[config.mk]
export PLATFORM = sky130hd
export DESIGN_NAME = rbi_fifo
export DESIGN_NICKNAME = d
export VERILOG_FILES = /design/src/hdl/rbi_fifo.sv
export SDC_FILE = /design/constraint.sdc
export NUM_CORES = 1
export LEC_CHECK = 0
export BUFFER_PORTS_ARGS = -buffer_cell sky130_fd_sc_hd__clkbuf_2
export CORE_UTILIZATION = 52
export DETAILED_ROUTE_END_ITERATION = 16
export HOLD_SLACK_MARGIN = 0.12
export PLACE_DENSITY = 0.83
export SLEW_MARGIN = 0
export SYNTH_ARGS = -nofsm -noshare
export SYNTH_HDL_FRONTEND = slang
export SYNTH_SLANG_ARGS = --single-unit
[constraint.sdc]
create_clock -name i_clk -period 3.8 [get_ports i_clk]
set_clock_uncertainty 0.15 [all_clocks]
set_input_delay 0.19 -clock i_clk [delete_from_list [all_inputs] [get_ports i_clk]]
set_output_delay 0.19 -clock i_clk [all_outputs]
set_load 0.02 [all_outputs]
[src/hdl/rbi_fifo.sv]
`timescale 1ns / 1ps

module rbi_fifo #(
    parameter int W     = 8,
    parameter int DEPTH = 2
) (
    input  logic         i_clk,
    input  logic         i_rst_n,
    input  logic         i_wr,
    input  logic [W-1:0] i_wr_data,
    output logic         o_full,
    input  logic         i_rd,
    output logic [W-1:0] o_rd_data,
    output logic         o_empty
);

    localparam int AW = (DEPTH > 1) ? $clog2(DEPTH) : 1;
    localparam int CW = $clog2(DEPTH + 1);

    logic [W-1:0]  r_mem [DEPTH];
    logic [AW-1:0] r_wptr, r_rptr, n_wptr, n_rptr;
    logic [CW-1:0] r_count, n_count;
    logic          wr_ok, rd_ok;

    assign o_full    = (r_count == CW'(DEPTH));
    assign o_empty   = (r_count == '0);
    assign o_rd_data = r_mem[r_rptr];
    assign wr_ok     = i_wr && !o_full;
    assign rd_ok     = i_rd && !o_empty;

    // Pointer and count updates, wrapping at the depth.
    always_comb begin
        n_wptr  = r_wptr;
        n_rptr  = r_rptr;
        n_count = r_count;
        if (wr_ok) begin
            n_wptr = (r_wptr == AW'(DEPTH - 1)) ? '0 : r_wptr + 1'b1;
        end
        if (rd_ok) begin
            n_rptr = (r_rptr == AW'(DEPTH - 1)) ? '0 : r_rptr + 1'b1;
        end
        if (wr_ok && !rd_ok) begin
            n_count = r_count + 1'b1;
        end else if (rd_ok && !wr_ok) begin
            n_count = r_count - 1'b1;
        end
    end

    always_ff @(posedge i_clk) begin
        if (!i_rst_n) begin
            r_wptr  <= '0;
            r_rptr  <= '0;
            r_count <= '0;
        end else begin
            r_wptr  <= n_wptr;
            r_rptr  <= n_rptr;
            r_count <= n_count;
        end
    end

    // Storage.
    always_ff @(posedge i_clk) begin
        if (wr_ok) begin
            r_mem[r_wptr] <= i_wr_data;
        end
    end

    a_count_bound: assert property (@(posedge i_clk) disable iff (!i_rst_n)
        r_count <= CW'(DEPTH))
        else $error("queue count beyond depth");

    a_count_grow: assert property (@(posedge i_clk) disable iff (!i_rst_n)
        (wr_ok && !rd_ok) |=> (r_count == $past(r_count) + 1'b1))
        else $error("queue count did not follow a lone write");

endmodule

### Yosys cells after proc, flatten, opt, wreduce, memory -nomap -nowiden

Memory sizes are Yosys's and may differ from the RTL's. A register that Yosys moved wholly into a read port is not among the register bits.
Cells that the tools add are included.

* input bits: 12
* memories: 1
* logic and storage cells: 27
* output and inout bits: 10
* register bits after elaboration: 4
* bits in writable memories: 16

* multiplexer cells: 8
* equal/unequal tests: 1
* add/sub/neg operators: 4
* reduce and logical (&&, ||, !) cells: 10

Memory list
* r_mem: depth 2, width 8, read ports 1, clocked after Yosys merged registers in 1, wr ports 1, RTL line 20 `logic [W-1:0] r_mem [DEPTH];`

Operators by type and width (number)
* $mux W1: 6
* $logic_and A1 B1 Y1: 4
* $logic_not A1 Y1: 4
* $mux W2: 2
* $add A1 B1 Y1 const B: 2
* $add A2 B1 Y2 const B: 1
* $eq A2 B2 Y1 const B: 1
* $logic_not A2 Y1: 1
* $reduce_bool A2 Y1: 1
* $sub A2 B1 Y2 const B: 1

### Logic depth before layout (Yosys ltp)

* word-level depth: 7
* depth in mapped cells: 7
* gate-level depth less buffers: 7

### Worst setup path before layout

No wires, ideal clock.

* path type: register to register
* start: reg r_count[0]
* end: reg r_count[1]
* required time: 3.580 ns
* arrival: 1.444 ns
* clock period less this slack: 1.664 ns
* path slack: 2.136 ns
* path buffers: 0
* library setup time: 0.070 ns
* stages on the path, launching flop included: 7
* cell sequence: dfxtp_1 > nand2b_1 > inv_2 > nor2_1 > ha_1 > or3_1 > a21boi_1

* word-level cells in the longest chain between the ends: 6
* elaborated cells between the ends (all ways): 15
* classes of those cells: add/sub (2); eq/ne (1); mux (2); reduce/logical (10)

Ends and longest elaborated chain
* start, declared: RTL line 22 `logic [CW-1:0] r_count, n_count;`
* start signal, assigned: RTL line 57 `r_count <= n_count;`
* $eq A2 B2 Y1 (*): RTL line 25 `assign o_full = (r_count == CW'(DEPTH));`
* via o_full: RTL line 11 `output logic o_full,`
* $logic_not A1 Y1 (*): RTL line 28 `assign wr_ok = i_wr && !o_full;`
* $logic_and A1 B1 Y1 (*): RTL line 28
* $logic_not A1 Y1: RTL line 44 `end else if (rd_ok && !wr_ok) begin`
* $logic_and A1 B1 Y1: RTL line 44
* $reduce_bool A2 Y1 (no source line)

Mark *: on every way through the listed nets, which the timed path passes. The rest lies on a longest branch. The select of a mux whose other input is x is not followed.
A chain may end at the register's enable or synchronous reset.

### Worst setup path in the final report

* start: reg r_count[0]
* end: reg r_wptr

* word-level cells in the longest chain between the ends: 3

Ends and longest elaborated chain
* $eq A2 B2 Y1: RTL line 25
* $logic_not A1 Y1: RTL line 28
* $logic_and A1 B1 Y1: RTL line 28
* end signal, assigned: RTL line 55 `r_wptr <= n_wptr;`
* end, declared: RTL line 21 `logic [AW-1:0] r_wptr, r_rptr, n_wptr, n_rptr;`

Every way passes these cells.

==> results.ini <==
[yosys]
ys_warn_count=0
synth_simple_gate_area_share_pct=6.801
yosys.area.top_type=edfxtp_1
synth.area.top_cells=edfxtp_1, dfxtp_1, mux2_2
syn_avg_cell_area_sq_um=16.19
synth_seq_area_share_pct=71.72
synthAdderAreaFrac_pct=1.546
synthMuxAreaShare_pct=11.13
synth_top_area_share_pct=59.35
synth-xor-area-share_pct=3.246
synth_cell_types=20
synth_top_family_by_area=multiplexers
synth_compound_area_share_pct=4.019
syn-cell-area_sq_um=809.5
syn_nets=63
synth.ff_latch_count=21
synthCells=50

[die]
row_count=13
initial_utilization_pct=59.25
die_h_um=41.46
die_x_um=41.46
core-area_sq_um=1366
ios=22
dieArea_sq_um=1719

[detailed_routing]
dr.pass1.iters=4
drc=0
drtIter0Drc=9
drt-total-wl_mm=1.557
via_per_inst=5.273
ant_nets=0
route.vias.total=522
wl_per_cell_um=15.73

[setup_path]
cp-start-kind=register
slowest_stage=dlygate4sd3_1
critical_path_class=reg -> reg
endpoint_kind=register
path_cells=nand2b_1 -> inv_2 -> nor3_2 -> o21a_1 -> dlygate4sd3_1
cpPeakStageDelay_ps=540
crit_required_ps=3910
rr_worst_depth=5
crit_fanout=9
critPathArrivalTime_ps=2260

[cells_and_area]
design_area_sq_um=1056
n_antenna_cell=0
syn_to_final_growth_pct=30.45
nets=98
nFillCells=83
instances_no_fill=99
drive_above_1_share_pct=41.67

[grt]
grtUsageMet1_pct=22.85
use_met2_pct=34.06
grt_use_total_pct=18.75
overflow=0
use_met3_pct=2.609
antenna_found_initial=0
top_usage_layer=met2
grt_pass1_vias=538
grt_max_degree=13
grt_first_pass_wirelength_mm=2.408

[placement]
place_hpwl_um=870.3
port_buffers=21
gp_congestion=0.6859
dp_cells=85
dpl_worst_slack_ps=2091
place_area_sq_um=928.4

[power_and_ir_drop]
p_per_area_nw_per_um2=637.6
p_leak_uw=0.0004291
vdd_drop_max_v=0.0005115

[run_status]
status=completed

[clocking]
insertion_delay_ps=300
cts_tree=yes
clk_path_buf_depth=2
postCtsSetupRepairBufs=0
clock-root-buffer=clkbuf_4
cts_max_level=1
cts_sinks=21
numCtsBuffers=3
clkTransAtPathRegs_ps=120

[sta]
relSlewSlack_pct=54.58
max_clock_freq_mhz=463.4
fin_ws_ps=1642
final-setup-viol-count=0
tns_ps=0
grt_setup_unrepaired=no
hold_violations=0
tightest_slew_ps=677.7
fin_crit_ps=2158
fin_crit_sh_pct=56.79
final-max-slew-violation-count=0

[hold_path]
min_path_type=in -> reg
hold_depth=3

[job]
maxCapViolCount=0

cells by family (layout without fill, tap and decap cells):
kind of cell / count (synthesis) / count (layout)
simple gates: 9 / 9
xor+xnor: 3 / 3
buf+inv: 3 / 37
fa+ha+maj: 1 / 1
compound gates: 5 / 5
flops: 21 / 21
mux: 8 / 8
timing repair:
action / CTS / global route
gates resized for setup: 0 / 0
hold buffers: 10 / 0
hold endpoints to repair: 21 / 0
report_power, final:
group          switching (uW)  internal (uW)  total [uW]  leakage, uW
sequential               33.2            293         326     0.000191
clock                    66.6           39.2         106    0.0000177
combinational             133            108         241     0.000221
total                     233            440         673     0.000429
state kept, by name, summed over array words and instances, names as in the netlist, named ones only:
register and count:
r_mem 16, r_count 2, r_rptr 1, r_wptr 1
through the flow:
step                      power (uW)  util, %  hold WS (ps)
after floorplan                488.9        -         138.9
after global placement         543.7    67.95         232.0
after detailed placement       554.0    67.95         232.5
after CTS                      663.4    77.29         218.8
after global routing           698.2    77.29         223.8
final                          673.3    77.29         211.5
Yosys cell counts:
master	n
xnor2_1	2
nor2_1	2
o21a_1	1
inv_1	1
and3_1	1
a21boi_0	1
or3_1	1
and2_1	3
ha_1	1
xor2_1	1
dfxtp_1	5
a21boi_1	1
buf_2	1
nand2b_1	1
o21ai_1	1
o21ai_0	1
inv_2	1
edfxtp_1	16
mux2_2	8
nor3_2	1
critical path: cells and delay by family, from the launching register on:
| family | cells | cell delay, ps |
|---|---|---|
| AND/OR/NAND/NOR | 2 | 710 |
| AO/OA/AOI/OAI | 1 | 220 |
| buffers and inverters | 2 | 600 |
| flip-flops | 1 | 440 |
per-layer routing:
metal / routed length (um) / vias to the layer above / share of wire [%]
met2: 803 / 25 / 52
met1: 637 / 241 / 41
met3: 81 / 6 / 5.2
li1: - / 250 / -
met5: 0 / - / 0
met4: 34 / 0 / 2.2
cell usage in the layout (no fill, tap or decap):
master,n
dlygate4sd3_1,10
nor2_1,2
nor3_2,1
and3_1,1
a21boi_0,1
o21a_1,1
and2_1,3
inv_1,1
mux2_2,8
o21ai_0,1
inv_2,1
dfxtp_1,5
a21boi_1,1
clkinv_2,1
xor2_1,1
or3_1,1
edfxtp_1,16
clkbuf_4,3
clkbuf_2,21
o21ai_1,1
ha_1,1
nand2b_1,1
xnor2_1,2
path summary, 6_finish.rpt:
path,endpoint,from,slack (ps)
max reg2reg,r_wptr,r_count[0],1640
min,r_mem[0][4],i_wr,210
max,r_wptr,r_count[0],1640
min reg2reg,r_count[1],r_count[1],470
layout make-up:
class                      count  area, sq um  share of cell area [%]
timing repair buffer          31        205.2                   19.43
multi-input combinational     26        216.5                   20.50
inverter                       2        7.507                  0.7109
clock buffer                   3        22.52                   2.133
clock inverter                 1        5.005                  0.4739
sequential                    21        580.6                   54.98
tap                           15        18.77                   1.777
No activity file was read; power rests on OpenSTA's default activity.
