==> src/hdl/rbi_pkg.sv <==
`timescale 1ns / 1ps

package rbi_pkg;

    // Default queue depths.
    localparam int RBI_RAY_DEPTH = 2;
    localparam int RBI_RES_DEPTH = 4;

    // Fixed-point widths.
    localparam int Q_W     = 32;
    localparam int FRAC_W  = 16;
    localparam int EPS_W   = 16;
    localparam int SIZE_W  = 31;
    localparam int CFG_W   = 3;

    // Configuration register indexes.
    typedef enum logic [CFG_W-1:0] {
        CFG_MIN_X      = 3'd0,
        CFG_MIN_Y      = 3'd1,
        CFG_MIN_Z      = 3'd2,
        CFG_SIZE_X     = 3'd3,
        CFG_SIZE_Y     = 3'd4,
        CFG_SIZE_Z     = 3'd5,
        CFG_TOLERANCE  = 3'd6,
        CFG_REPORT_ALL = 3'd7
    } t_cfg_idx;

    // Face codes.
    localparam logic [2:0] FACE_PZ = 3'd0;
    localparam logic [2:0] FACE_NZ = 3'd1;
    localparam logic [2:0] FACE_NX = 3'd2;
    localparam logic [2:0] FACE_PX = 3'd3;
    localparam logic [2:0] FACE_PY = 3'd4;
    localparam logic [2:0] FACE_NY = 3'd5;

    // Axis codes.
    localparam logic [1:0] AXIS_X = 2'd0;
    localparam logic [1:0] AXIS_Y = 2'd1;
    localparam logic [1:0] AXIS_Z = 2'd2;

    // One classified ray as it travels from the front to the back.
    typedef struct packed {
        logic [2:0][31:0] org;
        logic [2:0][31:0] dir;
        logic [2:0][32:0] lo;
        logic [2:0][32:0] hi;
        logic [2:0][33:0] lo_w;
        logic [2:0][33:0] hi_w;
        logic [2:0]       usable;
        logic             in_box;
        logic             all;
        logic [15:0]      eps;
    } t_ray;

    // One result item.
    typedef struct packed {
        logic             hit;
        logic [30:0]      distance;
        logic [2:0][31:0] pt;
        logic [2:0]       face;
        logic             last;
    } t_result;

    // Axis that a face lies across.
    function automatic logic [1:0] face_axis(input logic [2:0] f);
        logic [1:0] a;
        case (f)
            FACE_PZ, FACE_NZ: a = AXIS_Z;
            FACE_NX, FACE_PX: a = AXIS_X;
            default:          a = AXIS_Y;
        endcase
        return a;
    endfunction

    // Whether a face sits on the maximum side of the box.
    function automatic logic face_is_max(input logic [2:0] f);
        return (f == FACE_PZ) || (f == FACE_PX) || (f == FACE_PY);
    endfunction

    // Axis visited at step i of the nearest search (z, x, y).
    function automatic logic [1:0] near_axis(input logic [2:0] i);
        logic [1:0] a;
        case (i)
            3'd0:    a = AXIS_Z;
            3'd1:    a = AXIS_X;
            default: a = AXIS_Y;
        endcase
        return a;
    endfunction

    // Candidate face on an axis for the nearest search.
    function automatic logic [2:0] near_face(input logic [1:0] a, input logic use_max);
        logic [2:0] f;
        case (a)
            AXIS_Z:  f = use_max ? FACE_PZ : FACE_NZ;
            AXIS_X:  f = use_max ? FACE_PX : FACE_NX;
            default: f = use_max ? FACE_PY : FACE_NY;
        endcase
        return f;
    endfunction

endpackage

==> src/hdl/rbi_front.sv <==
`timescale 1ns / 1ps

module rbi_front
    import rbi_pkg::*;
(
    input  logic              i_clk,
    input  logic              i_rst_n,
    input  logic              i_cfg_valid,
    output logic              o_cfg_ready,
    input  logic [CFG_W-1:0]  i_cfg_index,
    input  logic [31:0]       i_cfg_data,
    input  logic signed [31:0] i_origin_x,
    input  logic signed [31:0] i_origin_y,
    input  logic signed [31:0] i_origin_z,
    input  logic signed [31:0] i_dir_x,
    input  logic signed [31:0] i_dir_y,
    input  logic signed [31:0] i_dir_z,
    output t_ray              o_ray
);

    logic [2:0][31:0]     r_min;
    logic [2:0][SIZE_W-1:0] r_size;
    logic [EPS_W-1:0]     r_eps;
    logic                 r_all;
    logic [2:0][31:0]     org, dir;
    logic                 org_in_box;

    assign o_cfg_ready = 1'b1;
    assign org = {i_origin_z, i_origin_y, i_origin_x};
    assign dir = {i_dir_z, i_dir_y, i_dir_x};

    // Register file.
    always_ff @(posedge i_clk) begin
        if (!i_rst_n) begin
            r_min  <= '0;
            r_size <= {3{SIZE_W'(32'h0001_0000)}};
            r_eps  <= EPS_W'(1);
            r_all  <= 1'b0;
        end else if (i_cfg_valid) begin
            case (t_cfg_idx'(i_cfg_index))
                CFG_MIN_X:      r_min[0]  <= i_cfg_data;
                CFG_MIN_Y:      r_min[1]  <= i_cfg_data;
                CFG_MIN_Z:      r_min[2]  <= i_cfg_data;
                CFG_SIZE_X:     r_size[0] <= i_cfg_data[SIZE_W-1:0];
                CFG_SIZE_Y:     r_size[1] <= i_cfg_data[SIZE_W-1:0];
                CFG_SIZE_Z:     r_size[2] <= i_cfg_data[SIZE_W-1:0];
                CFG_TOLERANCE:  r_eps     <= i_cfg_data[EPS_W-1:0];
                CFG_REPORT_ALL: r_all     <= i_cfg_data[0];
                default:        r_all     <= r_all;
            endcase
        end
    end

    // Classify the ray: box planes, widened bounds, usable axes, inside test.
    always_comb begin
        o_ray = '0;
        org_in_box = 1'b1;
        for (int k = 0; k < 3; k++) begin
            o_ray.org[k]  = org[k];
            o_ray.dir[k]  = dir[k];
            o_ray.lo[k]   = {r_min[k][31], r_min[k]};
            o_ray.hi[k]   = $signed({r_min[k][31], r_min[k]}) + $signed({2'b00, r_size[k]});
            o_ray.lo_w[k] = $signed({{2{r_min[k][31]}}, r_min[k]})
                          - $signed({18'b0, r_eps});
            o_ray.hi_w[k] = $signed({o_ray.hi[k][32], o_ray.hi[k]})
                          + $signed({18'b0, r_eps});
            o_ray.usable[k] = ($signed({dir[k][31], dir[k]}) > $signed({17'b0, r_eps}))
                           || ($signed({dir[k][31], dir[k]}) < -$signed({17'b0, r_eps}));
            if (($signed({org[k][31], org[k]}) < $signed(o_ray.lo[k]))
                || ($signed({org[k][31], org[k]}) > $signed(o_ray.hi[k]))) begin
                org_in_box = 1'b0;
            end
        end
        o_ray.in_box = org_in_box;
        o_ray.all    = r_all;
        o_ray.eps    = r_eps;
    end

endmodule

==> config.mk <==
export PLATFORM = sky130hd
export DESIGN_NAME = rbi_front
export DESIGN_NICKNAME = d
export VERILOG_FILES = /design/src/hdl/rbi_pkg.sv /design/src/hdl/rbi_front.sv
export SDC_FILE = /design/constraint.sdc
export NUM_CORES = 1
export LEC_CHECK = 0
export ABC_CLOCK_PERIOD_IN_PS = 6700
export BUFFER_PORTS_ARGS = -buffer_cell sky130_fd_sc_hd__buf_4
export CAP_MARGIN = 20
export CORE_AREA = 2 2 325 327
export DETAILED_ROUTE_END_ITERATION = 7
export DIE_AREA = 0 0 327 329
export PLACE_DENSITY = 0.44
export SKIP_LAST_GASP = 1
export SYNTH_ARGS = -nofsm -noshare
export SYNTH_HDL_FRONTEND = slang
export SYNTH_SLANG_ARGS = --single-unit
==> constraint.sdc <==
create_clock -name i_clk -period 6.7 [get_ports i_clk]
set_input_delay 0.67 -clock i_clk [delete_from_list [all_inputs] [get_ports i_clk]]
set_output_delay 0.67 -clock i_clk [all_outputs]
set_load 0.005 [all_outputs]
# After elaboration in Yosys (flattened, before gate mapping)
# Cells that the tools add are included.
dict set report totals {
  reg_bits 206
  word_cells 55
  mem_bits_rw 0
  out_inout_bits 616
  inputBits 230
  latchBits 0
  n_memories 0
  romBits 0
}
dict set report classes {
  shift 0
  order_cmp 12
  bitwise_logic 0
  mul 0
  div_mod_pow 0
  addsub 10
  reduce_logical 15
  muxes 3
  n_eq_ne 7
}
# operator count
set ops {}
lappend ops {{adder 33 x 17 -> 34 bit} 3}
lappend ops {{adder 32 x 32 -> 33 bit} 3}
lappend ops {{> comparator 32 x 33 -> 1 bit} 3}
lappend ops {{less-than comparator 32 x 33 -> 1 bit} 3}
lappend ops {{subtractor 32 x 17 -> 33 bit} 3}
lappend ops {{> comparator 32 x 17 -> 1 bit} 3}
lappend ops {{less-than comparator 32 bit} 3}
lappend ops {{negator 16 -> 33 bit} 1}
lappend ops {{AND reduction 2 bit} 8}
lappend ops {{equality test 3 bit, second input constant} 4}
lappend ops {{equality test 3 x 2 -> 1 bit, second input constant} 2}
lappend ops {{logical OR 1 bit} 6}
lappend ops {{equality test 3 x 1 -> 1 bit, second input constant} 1}
lappend ops {{logical NOT 3 bit} 1}
lappend ops {{2-to-1 mux 1 bit} 3}

# Longest topological paths before layout
dict set report depth {
  depth_word 6
  depth_mapped 23
  ltp_nobuf 22
}

# Least setup slack after synthesis
# Ideal clock, no wire load.
dict set report synth_path {
  path_kind {flip-flop to output port}
  from {register r_min (netlist bit o_ray[357])}
  to {output port o_ray[17] in the netlist's numbering}
  path_slack_ns 0.837
  path_buffers 1
  stages_incl_launch_ff 24
  arrival_ns 5.193
  cell_sequence {dfxtp_1 > ha_1 > inv_1 > fa_1 > nand2b_1 > a21o_1 > a2111o_1 > a31oi_1 > a211oi_1 > o221ai_1 > a21o_1 > a21o_1 > xor2_1 > inv_1 > ha_1 > and4_1 > nand4_1 > nor2_1 > and3_1 > nor2_1 > maj3_1 > maj3_1 > a2111oi_0 > buf_4}
}
# item line
set synth_lines {}
lappend synth_lines {{from (decl)} rbi_front.sv:21} ;# logic [2:0][31:0] r_min;
lappend synth_lines {{to (decl)} rbi_front.sv:18} ;# output t_ray o_ray

==> flow_metrics.env <==
export IMPL_outcome="finished clean"
export IMPL_synth_simple_area_share_pct=20.0
export IMPL_crit_path_end_kind="output port"
export IMPL_gp_congestion=0.904
export IMPL_setup_slack_ps=243
export IMPL_cp_cell_sequence="ha_1, fa_1, a21o_2, a311oi_4, o31a_1, a211o_1, a31oi_1, o21ai_0, nand2_1, a211o_1, ha_1, nand3_1, nor3_1, nand4_1, o221ai_1, a31oi_4, a2111oi_2, buf_4, o311ai_0, a2111oi_4, buf_4"
export IMPL_max_slew_margin_rel_pct=32.7
export IMPL_rr_worst_depth=3
export IMPL_cts_root_buffer="clkbuf_16"
export IMPL_yosys_warnings=0
export IMPL_hold_depth=3
export IMPL_cpPeakStageDelay_ps=410
export IMPL_cp_start_kind="register"
export IMPL_route_met3_wl_mm=7.64
export IMPL_synth_net_count=4538
export IMPL_drt_wl_total_mm=141
export IMPL_grt_antenna_before_repair=9
export IMPL_drc_errors=0
export IMPL_clock_path_buffers=3
export IMPL_stdcell_count=5877
export IMPL_clock_latency_ps=570
export IMPL_cts_max_level=1
export IMPL_grt_ovfl_total=0
export IMPL_port_buffers=844
export IMPL_hold_viol_final=0
export IMPL_antenna_left=0
export IMPL_path_clk_slew_ps=70
export IMPL_crit_buf_inv=2
export IMPL_netlist_area_sq_um=28500
export IMPL_fp_row_count=119
export IMPL_dp_cells=5808
export IMPL_critPathKind="register to output port"
export IMPL_synth_compound_area_share_pct=23.5
export IMPL_synth_distinct_cells=96
export IMPL_p_leak_nw=17.1
export IMPL_wl_met2_mm=68.8
export IMPL_hold_path_end="o_ray[388]$_SDFFE_PN0P_"
export IMPL_synth_top_area_share_pct=23.1
export IMPL_cts_tree="built"
export IMPL_ys_top_cells_by_area="ha_1, dfxtp_1, nand2_1"
export IMPL_initial_utilization_pct=27.3
export IMPL_min_path_type="input port to register"
export IMPL_crit_arrival_ps=5790
export IMPL_crit_fanout=4
export IMPL_cts_sinks=206
export IMPL_worstHoldStart="i_cfg_data[31]"
export IMPL_highest_layer="met5"
export IMPL_grt_max_degree=102
export IMPL_rsz0062_at_grt="yes"
export IMPL_timing_fmax_mhz=155
export IMPL_area_delta_synth_final_pct=28.8
export IMPL_via_count=29205
export IMPL_regToRegSetupSlack_ps=5200
export IMPL_layout_drive_gt1_share_pct=24.1
export IMPL_chipHeight_microns=329
export IMPL_initialDrtViolationCount=1349
export IMPL_r2r_start="r_eps[15]$_SDFFE_PN0P_"
export IMPL_regToRegEndpoint="r_eps[15]$_SDFFE_PN0P_"
export IMPL_drv_cap=0
export IMPL_yosys_area_share_xor_xnor_pct=7.74
export IMPL_finish_net_count=5225
export IMPL_cts_buffers=29
export IMPL_syn_area_per_cell_sq_um=7.55
export IMPL_powerDensity_nw_per_um2=131
export IMPL_hpwl_mm=115
export IMPL_setup_viol_count_final=0
export IMPL_core_area_sq_um=104000
export IMPL_async_reset_ff_share_pct=0
export IMPL_netlist_top_cell_by_area="ha_1"
export IMPL_synth_seq_cells=206
export IMPL_yosysSeqAreaShare_pct=14.5
export IMPL_via_per_inst=4.97
export IMPL_ir_worst_vdd_uv=158
export IMPL_first_global_vias=28041
export IMPL_synthCells=3774
export IMPL_dp_slack_ps=316
export IMPL_wirelength_met1_mm=62.6
export IMPL_grt_pass1_wl_mm=198
export IMPL_final_max_slew_viol_count=0
export IMPL_period_share_pct=96.4
export IMPL_clock_skew_final_ps=0
export IMPL_synth_adder_area_share_pct=23.8
export IMPL_muxShareOfSynthArea_pct=0.215
export IMPL_synth_top_family_by_area="adder cells"
export IMPL_ioPinCount=846
export IMPL_ys_dominant_reg_cell="dfxtp_1"
export IMPL_cp_required_ps=6030
export IMPL_die_w_microns=327
export IMPL_firstDrtPassIters=5
export IMPL_synth_edf_count=0
export IMPL_die_area_sq_um=108000
export IMPL_crit_family="compound AO/OA/AOI/OAI gates"
export IMPL_wire_per_inst_microns=24.0
export IMPL_tightest_slew_ps=1010
export IMPL_slowest_stage="fa_1"
export IMPL_period_needed_ps=6460
export IMPL_grt_usage_pct=24.9
routing by layer:
metal | up-vias | track usage, %
met5 | - | 0
met4 | 6 | 3.30
met3 | 85 | 4.31
met2 | 716 | 44.3
met1 | 13837 | 32.0
li1 | 14561 | -
layout make-up:
cell class	instances	area, sq um
Fill cell	11212	67700
Clock buffer	40	877
Clock inverter	13	134
Multi-Input combinational cell	2996	21700
Inverter	279	1050
Timing Repair Buffer	949	7120
Antenna cell	3	7.51
Sequential cell	206	4130
Tap cell	1391	1740
power by group:
part	switching [W]	leakage (nW)	internal, W	total [W]
clock network	0.000673	0.498	0.000988	0.00166
registers	0.0000296	1.67	0.00125	0.00128
logic	0.000999	15.0	0.000876	0.00187
worst min-delay path, delay by kind of cell:
kind / cells / cell delay, ps
buffers and inverters: 1 / 180
AO/OA/AOI/OAI: 1 / 60
AND/OR/NAND/NOR: 1 / 70
flip-flops by register name, indices dropped and copies added (netlist names):
signal / flops
o_ray: 96
r_eps: 16
r_all: 1
r_size: 93
synth_stat cells, drive strengths merged (40+ instances only):
| cell | count |
|---|---|
| inv | 279 |
| o21ai | 153 |
| xor2 | 45 |
| nor2b | 72 |
| nand4 | 97 |
| nor2 | 165 |
| dfxtp | 206 |
| a21o | 130 |
| xnor2 | 205 |
| nand3 | 60 |
| a21oi | 223 |
| o21a | 64 |
| nor4 | 40 |
| ha | 525 |
| nand2 | 561 |
| clkbuf | 85 |
| buf | 207 |
| nor3 | 66 |
| nand2b | 56 |
| a21boi | 218 |
logic make-up after synthesis:
family | count (synthesis)
simple gates | 1209
buf+inv | 572
compound gates | 994
fa+ha+maj | 536
xor+xnor | 250
mux | 6
flops | 206
other cells | 1
layout by cell type (no fill, tap or decap), types with 13 or more instances in the layout:
master	count
a211o_1	16
a211oi_1	20
a21boi_0	218
a21o_1	128
a21oi_1	222
a31oi_1	20
and2_1	19
and3_1	21
buf_4	948
clkbuf_16	29
dfxtp_1	205
ha_1	525
inv_1	277
nand2_1	558
nand2b_1	55
nand3_1	59
nand4_1	97
nor2_1	161
nor2b_1	72
nor3_1	63
nor4_1	37
o211ai_1	27
o21a_1	64
o21ai_0	147
o21bai_1	21
or3_1	13
xnor2_1	202
xor2_1	42
what timing repair did:
| action | 4_1_cts | 5_1_grt |
|---|---|---|
| endpoints found under the setup margin | 1 | 6 |
| cloned | 0 | 0 |
| gates resized for setup | 10 | 26 |
| buffers inserted | 1 | 11 |
| pin swaps | 5 | 6 |
| hold buffers | 0 | 0 |
worst max-delay path by stage:
stage,startpoint,endpoint,slack [ps],cells past startpoint
final,o_ray[390]$_SDFFE_PN0P_,o_ray[17],240,21
after detailed placement,o_ray[358]$_SDFFE_PN0P_,o_ray[17],320,22
after floorplan,o_ray[357]$_SDFFE_PN0P_,o_ray[17],840,23
after CTS,o_ray[390]$_SDFFE_PN0P_,o_ray[17],0.8,21
after global routing,o_ray[357]$_SDFFE_PN0P_,o_ray[17],-100,23
after global placement,o_ray[358]$_SDFFE_PN0P_,o_ray[17],380,22
through the flow:
step           utilization, %  power, W  TNS [ps]  hold WS, ps  cell area, sq um
2_1_floorplan               -   0.00224         0          445             28500
3_3_place_gp             33.9   0.00319         0          458             35400
3_5_place_dp             33.9   0.00318         0          464             35400
4_1_cts                  34.9   0.00487         0          404             36500
5_1_grt                  35.2   0.00507      -102          440             36700
6_report                 35.2   0.00482         0          444             36700
Note: power is estimated with default switching activity, not from simulation.
